File: src/sv/gdp_pkg.sv
// shared types and constants for the gradient dither pixel core
package gdp_pkg;

    localparam int unsigned NUM_CH = 3;
    localparam int unsigned ADDR_W = 3;
    localparam int unsigned DATA_W = 32;

    localparam int unsigned RECIP_SHIFT = 32;
    localparam int unsigned RECIP_W     = 25;
    localparam logic [RECIP_W-1:0] RECIP_239 = 25'd17970575;

    localparam logic [10:0] DITHER_BIAS = 11'd3;
    localparam logic [2:0]  DITHER_K [NUM_CH] = '{3'd0, 3'd3, 3'd5};

    typedef logic [7:0]  t_row;
    typedef logic [9:0]  t_col;
    typedef logic [15:0] t_color;
    typedef logic [7:0]  t_chan;

    typedef enum logic [0:0] {
        REG_START_COLOR = 1'b0,
        REG_END_COLOR   = 1'b1
    } t_reg_idx;

endpackage

File: src/sv/gdp_if.sv
// valid/ready channels for the pixel request and the pixel word
interface gdp_req_if;
    import gdp_pkg::*;

    logic valid;
    logic ready;
    t_row row;
    t_col column_offset;

    modport source (output valid, output row, output column_offset, input ready);
    modport sink   (input valid, input row, input column_offset, output ready);
endinterface

interface gdp_rsp_if;
    import gdp_pkg::*;

    logic   valid;
    logic   ready;
    t_color pixel;

    modport source (output valid, output pixel, input ready);
    modport sink   (input valid, input pixel, output ready);
endinterface

File: src/sv/gradient_dither_pixel_core.sv
// vertical gradient with ordered dither, one rgb565 pixel word per request
//
// i_req carries the screen row and the column offset inside the rectangle;
// o_rsp returns the dithered rgb565 pixel word. both are valid/ready channels.
// the two gradient end colors are written through the apb port: start_color
// at byte 0, end_color at byte 4; pready is tied high and reads return them.
// the datapath is a four-register pipeline: input register, |delta|*row,
// reciprocal multiply for the divide by 239, then dither, clamp and pack
// into the output register. one request is taken per cycle unless o_rsp stalls.
// each stage loads whenever it is empty or its successor loads, so a stall
// on o_rsp holds the output word and fills the stages behind it one by one
// before i_req.ready drops; bubbles are squeezed out.
// synchronous active-low reset empties the pipeline and clears both colors
// to black.
module gradient_dither_pixel_core (
    input  logic                          i_clk,
    input  logic                          i_rst_n,
    gdp_req_if.sink                       i_req,
    gdp_rsp_if.source                     o_rsp,
    input  logic                          psel,
    input  logic                          penable,
    input  logic                          pwrite,
    input  logic [gdp_pkg::ADDR_W-1:0]    paddr,
    input  logic [gdp_pkg::DATA_W-1:0]    pwdata,
    output logic [gdp_pkg::DATA_W-1:0]    prdata,
    output logic                          pready
);
    import gdp_pkg::*;

    t_color   r_start;
    t_color   r_end;
    t_reg_idx reg_idx;
    logic     wr_en;

    logic [3:0] r_vld;
    logic [3:0] rdy;

    t_row       r_row;
    logic [2:0] r_phase;

    logic [15:0] r_mag  [NUM_CH];
    logic [15:0] n_mag  [NUM_CH];
    logic        r_neg  [NUM_CH];
    logic        n_neg  [NUM_CH];
    t_chan       r_base [NUM_CH];
    t_chan       n_base [NUM_CH];
    logic [2:0]  r_dsum;

    logic [8:0]  r_q     [NUM_CH];
    logic [8:0]  n_q     [NUM_CH];
    logic        r_neg2  [NUM_CH];
    t_chan       r_base2 [NUM_CH];
    logic [2:0]  r_dsum2;

    t_chan  fin [NUM_CH];
    t_color r_pixel;

    // configuration registers
    assign pready  = 1'b1;
    assign reg_idx = t_reg_idx'(paddr[ADDR_W-1:2]);
    assign wr_en   = psel & penable & pwrite & pready;

    always_ff @(posedge i_clk) begin
        if (!i_rst_n) begin
            r_start <= '0;
            r_end   <= '0;
        end else if (wr_en) begin
            unique case (reg_idx)
                REG_START_COLOR: r_start <= pwdata[15:0];
                REG_END_COLOR:   r_end   <= pwdata[15:0];
                default:         r_start <= r_start;
            endcase
        end
    end

    always_comb begin
        unique case (reg_idx)
            REG_START_COLOR: prdata = {16'd0, r_start};
            REG_END_COLOR:   prdata = {16'd0, r_end};
            default:         prdata = '0;
        endcase
    end

    // stage enables
    assign rdy[3] = !r_vld[3] | o_rsp.ready;
    assign rdy[2] = !r_vld[2] | rdy[3];
    assign rdy[1] = !r_vld[1] | rdy[2];
    assign rdy[0] = !r_vld[0] | rdy[1];

    assign i_req.ready = rdy[0];
    assign o_rsp.valid = r_vld[3];
    assign o_rsp.pixel = r_pixel;

    always_ff @(posedge i_clk) begin
        if (!i_rst_n) begin
            r_vld <= '0;
        end else begin
            if (rdy[0]) r_vld[0] <= i_req.valid;
            if (rdy[1]) r_vld[1] <= r_vld[0];
            if (rdy[2]) r_vld[2] <= r_vld[1];
            if (rdy[3]) r_vld[3] <= r_vld[2];
        end
    end

    // stage 1: expand colors, |delta| * row
    always_comb begin
        t_chan a [NUM_CH];
        t_chan b [NUM_CH];
        a[0] = {r_start[15:11], 3'd0};
        a[1] = {r_start[10:5],  2'd0};
        a[2] = {r_start[4:0],   3'd0};
        b[0] = {r_end[15:11],   3'd0};
        b[1] = {r_end[10:5],    2'd0};
        b[2] = {r_end[4:0],     3'd0};
        for (int ch = 0; ch < NUM_CH; ch++) begin
            n_neg[ch]  = b[ch] < a[ch];
            n_base[ch] = a[ch];
            n_mag[ch]  = (n_neg[ch] ? {8'd0, a[ch] - b[ch]} : {8'd0, b[ch] - a[ch]})
                         * {8'd0, r_row};
        end
    end

    // stage 2: divide by 239 through the reciprocal
    always_comb begin
        logic [RECIP_SHIFT+8:0] prod;
        prod = '0;
        for (int ch = 0; ch < NUM_CH; ch++) begin
            prod    = {25'd0, r_mag[ch]} * {16'd0, RECIP_239};
            n_q[ch] = prod[RECIP_SHIFT+8:RECIP_SHIFT];
        end
    end

    // stage 3: add dither, clamp
    always_comb begin
        logic [2:0]  ph;
        logic [10:0] off;
        logic [10:0] sq;
        logic [10:0] v;
        ph  = '0;
        off = '0;
        sq  = '0;
        v   = '0;
        for (int ch = 0; ch < NUM_CH; ch++) begin
            ph  = r_dsum2 + DITHER_K[ch];
            off = {8'd0, ph} - DITHER_BIAS;
            sq  = r_neg2[ch] ? (11'd0 - {2'd0, r_q[ch]}) : {2'd0, r_q[ch]};
            v   = {3'd0, r_base2[ch]} + sq + off;
            if (v[10]) begin
                fin[ch] = 8'd0;
            end else if (v[9:8] != 2'd0) begin
                fin[ch] = 8'd255;
            end else begin
                fin[ch] = v[7:0];
            end
        end
    end

    always_ff @(posedge i_clk) begin
        if (rdy[0]) begin
            r_row   <= i_req.row;
            r_phase <= i_req.column_offset[2:0];
        end
        if (rdy[1]) begin
            r_mag  <= n_mag;
            r_neg  <= n_neg;
            r_base <= n_base;
            r_dsum <= r_phase + r_row[2:0];
        end
        if (rdy[2]) begin
            r_q     <= n_q;
            r_neg2  <= r_neg;
            r_base2 <= r_base;
            r_dsum2 <= r_dsum;
        end
        if (rdy[3]) begin
            r_pixel <= {fin[0][7:3], fin[1][7:2], fin[2][7:3]};
        end
    end

`ifndef SYNTHESIS
    a_reset_empty: assert property (@(posedge i_clk) !i_rst_n |=> !o_rsp.valid)
        else $error("output valid after reset");

    a_accept_loads: assert property (@(posedge i_clk) disable iff (!i_rst_n)
        (i_req.valid && i_req.ready) |=> r_vld[0])
        else $error("accepted request not captured");

    a_quot_range: assert property (@(posedge i_clk) disable iff (!i_rst_n)
        r_vld[2] |-> (r_q[0] <= 9'd268 && r_q[1] <= 9'd268 && r_q[2] <= 9'd268))
        else $error("blend quotient out of range");

    a_stall_fills: assert property (@(posedge i_clk) disable iff (!i_rst_n)
        !i_req.ready |-> (r_vld == 4'hf && !o_rsp.ready))
        else $error("request stalled with room in pipeline");
`endif

endmodule

File: src/flat_wrapper.sv
// flat-port wrapper written by rule: the top's interface ports become plain ports
module gradient_dither_pixel_core_flat import gdp_pkg::*;
  (i_clk, i_rst_n, psel, penable, pwrite, paddr, pwdata, prdata, pready, i_req_valid, i_req_row, i_req_column_offset, i_req_ready, o_rsp_valid, o_rsp_pixel, o_rsp_ready);
  gdp_req_if i_req_i ();
  gdp_rsp_if o_rsp_i ();
  input  logic i_clk;
  input  logic i_rst_n;
  input  logic psel;
  input  logic penable;
  input  logic pwrite;
  input  logic [gdp_pkg::ADDR_W-1:0] paddr;
  input  logic [gdp_pkg::DATA_W-1:0] pwdata;
  output logic [gdp_pkg::DATA_W-1:0] prdata;
  output logic pready;
  input wire logic [$bits(i_req_i.valid)-1:0] i_req_valid;
  input wire logic [$bits(i_req_i.row)-1:0] i_req_row;
  input wire logic [$bits(i_req_i.column_offset)-1:0] i_req_column_offset;
  output wire logic [$bits(i_req_i.ready)-1:0] i_req_ready;
  output wire logic [$bits(o_rsp_i.valid)-1:0] o_rsp_valid;
  output wire logic [$bits(o_rsp_i.pixel)-1:0] o_rsp_pixel;
  input wire logic [$bits(o_rsp_i.ready)-1:0] o_rsp_ready;
  assign i_req_i.valid = i_req_valid;
  assign i_req_i.row = i_req_row;
  assign i_req_i.column_offset = i_req_column_offset;
  assign i_req_ready = i_req_i.ready;
  assign o_rsp_valid = o_rsp_i.valid;
  assign o_rsp_pixel = o_rsp_i.pixel;
  assign o_rsp_i.ready = o_rsp_ready;
  gradient_dither_pixel_core u_core (.i_clk(i_clk), .i_rst_n(i_rst_n), .i_req(i_req_i), .o_rsp(o_rsp_i), .psel(psel), .penable(penable), .pwrite(pwrite), .paddr(paddr), .pwdata(pwdata), .prdata(prdata), .pready(pready));
endmodule
File: config.mk
export PLATFORM = sky130hd
export DESIGN_NAME = gradient_dither_pixel_core_flat
export DESIGN_NICKNAME = d
export VERILOG_FILES = /design/src/sv/gdp_pkg.sv /design/src/sv/gdp_if.sv /design/src/sv/gradient_dither_pixel_core.sv /design/src/flat_wrapper.sv
export SDC_FILE = /design/constraint.sdc
export NUM_CORES = 1
export LEC_CHECK = 0
export BUFFER_PORTS_ARGS = -buffer_cell sky130_fd_sc_hd__buf_2
export CELL_PAD_IN_SITES_DETAIL_PLACEMENT = 1
export CELL_PAD_IN_SITES_GLOBAL_PLACEMENT = 1
export CORE_UTILIZATION = 52
export DETAILED_ROUTE_END_ITERATION = 8
export PLACE_DENSITY = 0.9
export SYNTH_ARGS = -nofsm -noshare
export SYNTH_HDL_FRONTEND = slang
export SYNTH_SLANG_ARGS = --single-unit
File: constraint.sdc
create_clock -name i_clk -period 8.6 [get_ports i_clk]
set_clock_uncertainty 0.1 [all_clocks]
set_input_delay 1.29 -clock i_clk [delete_from_list [all_inputs] [get_ports i_clk]]
set_output_delay 1.29 -clock i_clk [all_outputs]
set_load 0.01 [all_outputs]
==> impl_results.md, run 1 <==
* Netlist cell types at 83
* Run status: finished with violations
* HPWL Detailed at 70900 um
* Hold Crit Class: reg2reg
* Global-route usage over all layers at 0.376
* Violated checks: DRC
* Fin crit period at 7.38 ns
* Netlist area before placement at 27900 um^2
* Antenna Cells at 0
* DR WL/cell at 28.3 um
* Grt ovf at 0
* Final nets at 3844
* Vias in the first global route at 26000
* Utilization after layout at 0.560
* Number of remaining DRC errors at 8
* Core region area at 52800 um^2
* Hold Path Sink: u_core.r_neg2[2]$_DFFE_PP_
* Antenna violations before repair at 2
* Drt pass-1 iters at 8
* Placed instance count at 3490
* Crit Path Category: reg2reg
* Routability Congestion at 0.936
* Initial Util at 0.529
* Worst-case reg-to-reg path depth at 26
* Reg-to-reg endpoint: u_core.r_mag[31]$_DFFE_PP_
* Final Max Tran Viols at 0
* Drt total wl at 99600 um
* EDFF count, synth at 138
* Worst min-delay path startpoint: u_core.r_neg[2]$_DFFE_PP_
* Setup Buffers After CTS at 0
* P&R area growth vs syn at 5.96%
* Max Clock Freq at 135 MHz
* CP Data Arrival Time at 7.53 ns
* Clock sinks at 174
* DR vias at 22300
* Number of CTS-inserted buffers at 17
* Post-CTS Hold Buffers at 0
* Routed Antenna Nets at 0
* Largest net degree at the start of global routing at 50
* RSZ-0062 raised after global routing: no
* CTS tree: yes
* Final std cells w/o fill at 3522
* Clock Pin Slew Worst Setup and Hold Paths at 0.08 ns
* Clk_lat worst skew at 0.51 ns
* Final hold viol count at 0
* Tcrit/Tclk final at 0.858
* H-tree levels at 4
* Cells after synthesis at 2755
* Reg-to-Reg Start: u_core.r_end[5]$_SDFFE_PN0P_
* #FFs+latches synth at 174
* Row cnt at 84
* Clock buffer depth at 2
* R2R Setup Slk at 1.22 ns
* Worst Path Max Fanout at 8
* Die Footprint at 54600 um^2
* Share of async-settable or async-resettable flops after synthesis at 0
* PortBufs at 68
* Avg Vias per Cell at 6.33
* Fin worst setup slack at 1.22 ns
* Clock root buffer: clkbuf_16
* Syn Area/Cell at 10.1 um^2
* IO Pins at 111
* Pre-CTS WS at 1.73 ns
* First-pass GRT wire length at 152000 um
* Synth Warn # at 0
* Startpoint Class: flop
* Die X-Extent at 234 um
* Hold path depth at 0
* Worst Tran Pin Value at 1.36 ns
* Setup tns final at 0 ns
* Post-cts resize count at 0
* Max-cap violations at 0
* CP Capture Type: flop
* Layout cells sized above 1 at 0.0505
* Relative slew slack at 0.0928
* Primary FF master, synth: edfxtp_1
* Die Span Y at 234 um
* Sequential area share after synthesis at 0.174
* Worst Path Required at 8.75 ns
* Final setup violation count at 0
* Initial drt markers at 1772
[layout by cell type, fill, tap and decap left out, types with 14 or more instances in the layout]
master | synthesis | final
conb_1 | 2 | 17
fa_1 | 343 | 343
a21o_1 | 29 | 29
nand3_1 | 32 | 32
nand2b_1 | 21 | 21
ha_1 | 620 | 620
nor2b_1 | 45 | 45
nor2_1 | 55 | 55
nand4_1 | 14 | 14
nand2_1 | 154 | 153
xnor2_1 | 58 | 58
inv_1 | 660 | 659
edfxtp_1 | 138 | 138
xor2_1 | 31 | 31
clkbuf_16 | 0 | 19
dfxtp_1 | 36 | 36
buf_2 | 0 | 68
o21a_1 | 29 | 29
and2_1 | 63 | 63
nor3_1 | 17 | 17
a21oi_1 | 81 | 81
a21boi_0 | 51 | 51
o21ai_0 | 75 | 75
[flip-flops by register name, indices dropped and copies added, names as in the netlist, 4 cells and up]
signal and flops:
u_core.r_end 16, u_core.r_q 27, u_core.r_mag 40, u_core.o_rsp.pixel 16
u_core.r_start 16, u_core.r_base2 16, u_core.r_vld 4, u_core.r_base 16
u_core.r_row 8
[worst max-delay path by stage]
stage,from,endpoint,slack (ns),cells after the start
2_1_floorplan,u_core.r_end[5]$_SDFFE_PN0P_,u_core.r_mag[31]$_DFFE_PP_,2.49,26
3_3_place_gp,u_core.r_end[5]$_SDFFE_PN0P_,u_core.r_mag[31]$_DFFE_PP_,2.02,26
3_5_place_dp,u_core.r_end[5]$_SDFFE_PN0P_,u_core.r_mag[29]$_DFFE_PP_,1.73,26
4_1_cts,u_core.r_end[5]$_SDFFE_PN0P_,u_core.r_mag[31]$_DFFE_PP_,1.38,26
5_1_grt,u_core.r_end[5]$_SDFFE_PN0P_,u_core.r_mag[31]$_DFFE_PP_,0.97,26
6_report,u_core.r_end[5]$_SDFFE_PN0P_,u_core.r_mag[31]$_DFFE_PP_,1.22,26
[routing by layer]
layer,share of wire,up-vias,GRT usage
li1,-,9101,-
met1,0.35,11100,0.406
met3,0.081,632,0.0942
met5,0.00030,-,0
met2,0.49,1419,0.638
met4,0.080,4,0.278
[critical path, cell delays in order (launching register included)]
cell and delay, ns:
dfxtp_1 0.35, inv_1 0.08, ha_1 0.17, inv_1 0.09, fa_1 0.42, a21o_2 0.26
a21oi_4 0.22, o21ai_4 0.14, a21boi_0 0.35, a311oi_2 0.22, o21a_1 0.24, o211ai_2 0.36
nand2_1 0.14, fa_1 0.53, fa_1 0.54, inv_1 0.05, fa_1 0.49, inv_1 0.07
fa_1 0.54, inv_1 0.08, ha_1 0.33, a21boi_0 0.38, o21ai_0 0.18, a21boi_0 0.30
o21ai_0 0.22, a21oi_1 0.20, nor3b_1 0.08
[kinds of logic (layout without fill, tap and decap cells)]
kind of cell,count (synthesis),after routing,share of synthesized area
adder cells (fa/ha/maj),963,963,0.524
buffers and inverters,705,769,0.0974
flip-flops,174,174,0.174
AND/OR/NAND/NOR,438,438,0.0789
multiplexers,10,10,0.00363
XOR/XNOR,89,89,0.0279
AO/OA/AOI/OAI,374,374,0.0931
other,2,17,0.000269
[through the flow]
stage	hold slack, ns	area [um^2]
after CTS	0.324	29600
after detailed placement	0.306	29000
final	0.331	29600
after floorplan	0.300	28000
after global placement	0.305	29000
after global routing	0.341	29600
[layout make-up]
class | instances | area, um^2
well taps | 688 | 861
clock inverters | 11 | 88.8
clock buffers | 21 | 493
fillers | 5804 | 23200
inverters | 662 | 2480
multi-input cells | 1891 | 20400
flip-flops and latches | 174 | 4860
repair buffers | 75 | 393
[Yosys cell counts, drive strengths merged (8+ instances only)]
library cell / count / area, um^2
xor2: 31 / 272
a211oi: 10 / 80.1
nand2b: 21 / 131
buf: 18 / 139
a21o: 30 / 226
nor2b: 45 / 282
nand2: 154 / 578
fa: 343 / 6870
nand3: 32 / 160
o211ai: 12 / 95.1
mux2i: 9 / 90.1
nand4: 14 / 87.6
a21oi: 83 / 430
o21ai: 81 / 428
o21a: 29 / 218
and2: 63 / 394
nor2: 57 / 224
xnor2: 58 / 508
o41ai: 8 / 92.6
dfxtp: 36 / 721
inv: 661 / 2480
nor3: 17 / 85.1
ha: 620 / 7760
a21boi: 52 / 390
clkbuf: 25 / 93.8
edfxtp: 138 / 4140
Power of run 1 is not shown: default switching activity piles up to over one toggle a cycle in this logic, so the estimate is an artifact.
==> run 2: changes to the inputs <==
--- a/config.mk
+++ b/config.mk
@@ -8,9 +8,10 @@
 export BUFFER_PORTS_ARGS = -buffer_cell sky130_fd_sc_hd__buf_2
 export CELL_PAD_IN_SITES_DETAIL_PLACEMENT = 1
 export CELL_PAD_IN_SITES_GLOBAL_PLACEMENT = 1
-export CORE_UTILIZATION = 52
+export CORE_ASPECT_RATIO = 0.5
+export CORE_UTILIZATION = 56
 export DETAILED_ROUTE_END_ITERATION = 8
-export PLACE_DENSITY = 0.9
+export PLACE_DENSITY = 0.95
 export SYNTH_ARGS = -nofsm -noshare
 export SYNTH_HDL_FRONTEND = slang
 export SYNTH_SLANG_ARGS = --single-unit
==> constraint.sdc (replaced) <==
create_clock -name i_clk -period 8.9 [get_ports i_clk]
set_clock_uncertainty 0.1 [all_clocks]
set_input_delay 1.335 -clock i_clk [delete_from_list [all_inputs] [get_ports i_clk]]
set_output_delay 1.335 -clock i_clk [all_outputs]
set_load 0.01 [all_outputs]
==> run 2 against run 1 <==
  * The flow now finishes without violations
  * Maximum frequency is 5.4% lower
  * Non-clock buffer count stayed put
  * Critical path depth is 2 lower
  * Register-to-register slack worse by 0.12 ns
  * Die area is 7.0% lower
  * Cell area hardly changed
  * Routed wire length is 6.2% higher
  * Global-route usage is 5.2 points higher
  * Critical path type unchanged
  * Critical endpoint is now u_core.r_mag[14]$_DFFE_PP_
  * Highest routed layer unchanged
==> impl_results.md, run 2 (synthesized netlist as in run 1, its figures left out) <==
* Relative slew slack at 0.294 (was 0.0928)
* Vias in the first global route at 27000 (was 26000)
* Die X-Extent at 318 um (was 234 um)
* Worst Tran Pin Value at 1.06 ns (was 1.36 ns)
* Max-cap violations at 0 (unchanged)
* H-tree levels at 4 (unchanged)
* First-pass GRT wire length at 163000 um (was 152000 um)
* Clk_lat worst skew at 0.49 ns (was 0.51 ns)
* Clock root buffer: clkbuf_16 (unchanged)
* Antenna violations before repair at 10 (was 2)
* Routed Antenna Nets at 0 (unchanged)
* CP Cell Sequence: inv_1 -> ha_1 -> nor2b_1 -> o21ai_0 -> a21boi_1 -> o21a_1 -> nor2_1 -> a21oi_1 -> a41oi_1 -> a21boi_0 -> fa_1 -> ha_1 -> inv_1 -> fa_1 -> fa_1 -> inv_1 -> ha_1 -> o21ai_0 -> a21boi_0 -> o21ai_0 -> nand2b_1 -> a21o_1 -> a21oi_1 -> xnor2_1
* Die Footprint at 50800 um^2 (was 54600 um^2)
* Multi-input gate area at 20400 um^2 (unchanged)
* Global-route usage over all layers at 0.428 (was 0.376)
* RSZ-0062 raised after global routing: no (unchanged)
* Tcrit/Tclk final at 0.877 (was 0.858)
* CP Capture Type: flop (unchanged)
* DR vias at 23100 (was 22300)
* Final setup violation count at 0 (unchanged)
* Final nets at 3844 (unchanged)
* Slowest CP cell: a41oi_1 (was fa_1)
* Post-CTS Hold Buffers at 0 (unchanged)
* Setup Buffers After CTS at 0 (unchanged)
* Largest net degree at the start of global routing at 63 (was 50)
* Initial drt markers at 2263 (was 1772)
* Fin crit period at 7.80 ns (was 7.38 ns)
* Die Span Y at 160 um (was 234 um)
* Final hold viol count at 0 (unchanged)
* Final Max Tran Viols at 0 (unchanged)
* Number of remaining DRC errors at 0 (was 8)
* Routability Congestion at 0.921 (was 0.936)
* Largest registers: u_core.r_mag: 40 flops, u_core.r_q: 27 flops (unchanged)
* PortBufs at 68 (unchanged)
* Hold Crit Class: reg2reg (unchanged)
* Clock buffer depth at 2 (unchanged)
* HPWL Detailed at 72300 um (was 70900 um)
* Max FFs per register at 40 (unchanged)
* Row cnt at 57 (was 84)
* Number of CTS-inserted buffers at 17 (unchanged)
* Fillers at 5304 (was 5804)
* Register area at 4860 um^2 (unchanged)
* Worst Path Max Fanout at 8 (unchanged)
* Crit Path Category: reg2reg (unchanged)
* Initial Util at 0.571 (was 0.529)
* IO Pins at 111 (unchanged)
* Clock Pin Slew Worst Setup and Hold Paths at 0.09 ns (was 0.08 ns)
* Startpoint Class: flop (unchanged)
* Post-cts resize count at 0 (unchanged)
* Setup tns final at 0 ns (unchanged)
* Clock sinks at 174 (unchanged)
* Drt total wl at 106000 um (was 99600 um)
* Critical Path Max Stage Delay at 0.80 ns (was 0.54 ns)
* Core region area at 48900 um^2 (was 52800 um^2)
* Worst Path Required at 9.03 ns (was 8.75 ns)
* Most frequent cells in the layout: inv_1, ha_1, fa_1, nand2_1, edfxtp_1 (unchanged)
* Layout cells sized above 1 at 0.0508 (was 0.0505)
* Avg Vias per Cell at 6.62 (was 6.33)
* DR WL/cell at 30.3 um (was 28.3 um)
* Run status: complete, no violations (was finished with violations)
* Biggest register: u_core.r_mag (unchanged)
* CTS tree: yes (unchanged)
* Grt ovf at 0 (unchanged)
* Max Clock Freq at 128 MHz (was 135 MHz)
* P&R area growth vs syn at 6.02% (was 5.96%)
* Commonest non-fill, non-tap cell in the layout: inv_1 (unchanged)
* Drt pass-1 iters at 6 (was 8)
* CP Data Arrival Time at 7.93 ns (was 7.53 ns)
## run 2: cell count changes in the layout (fill, tap and decap cells not counted), moves of 2 or more
cell	delta
diode_2	+3
clkinv_8	+3
inv_8	+3
clkinv_2	-2
inv_4	-2
inv_6	-2
## run 2: critical path, delay by kind of cell, from the launching register on
kind,cells,cell delay [ns]
buffers and inverters,3,0.29
DFF,1,0.46
and+or+nand+nor,3,0.70
AOI/OAI and AO/OA,11,3.32
xor gates and xnor gates,1,0.12
adders and majority gates,6,2.53
## run 2: final timing paths
path | startpoint | end | slack (ns) | depth (start not counted)
worst max-delay path | u_core.r_end[1]$_SDFFE_PN0P_ | u_core.r_mag[14]$_DFFE_PP_ | 1.10 | 24
worst min-delay path | u_core.r_base[22]$_DFFE_PP_ | u_core.r_base2[22]$_DFFE_PP_ | 0.32 | 0
worst max register to register | u_core.r_end[1]$_SDFFE_PN0P_ | u_core.r_mag[14]$_DFFE_PP_ | 1.10 | 24
worst min register to register | u_core.r_base[22]$_DFFE_PP_ | u_core.r_base2[22]$_DFFE_PP_ | 0.32 | 0
## run 2: through the flow
step | hold WS (ns) | utilization | setup slack, ns | cells | cell area, um^2
final | 0.322 | 0.605 | 1.10 | 3486 | 29600
after detailed placement | 0.307 | 0.592 | 1.87 | 3450 | 28900
after global routing | 0.327 | 0.605 | 1.03 | 3485 | 29600
after CTS | 0.322 | 0.605 | 1.43 | 3482 | 29600
after floorplan | 0.300 | - | 2.79 | 2770 | 28000
after global placement | 0.302 | 0.592 | 2.33 | 3450 | 28900
## run 2: final cells by class
type                            count  share of cell area
Clock inverter                     14             0.00630
Tap cell                          649              0.0275
Sequential cell                   174               0.164
Antenna cell                        3            0.000254
Multi-Input combinational cell   1891               0.689
Timing Repair Buffer               75              0.0134
Inverter                          662              0.0840
Clock buffer                       18              0.0152
## run 2: metal layers
metal | up-vias | global-route usage | part of all wire
li1 | 9109 | - | -
met1 | 11300 | 0.434 | 0.33
met2 | 1739 | 0.715 | 0.48
met3 | 890 | 0.132 | 0.087
met4 | 8 | 0.396 | 0.11
met5 | - | 0 | 0.00044
Power of run 2 is left out for the same reason.
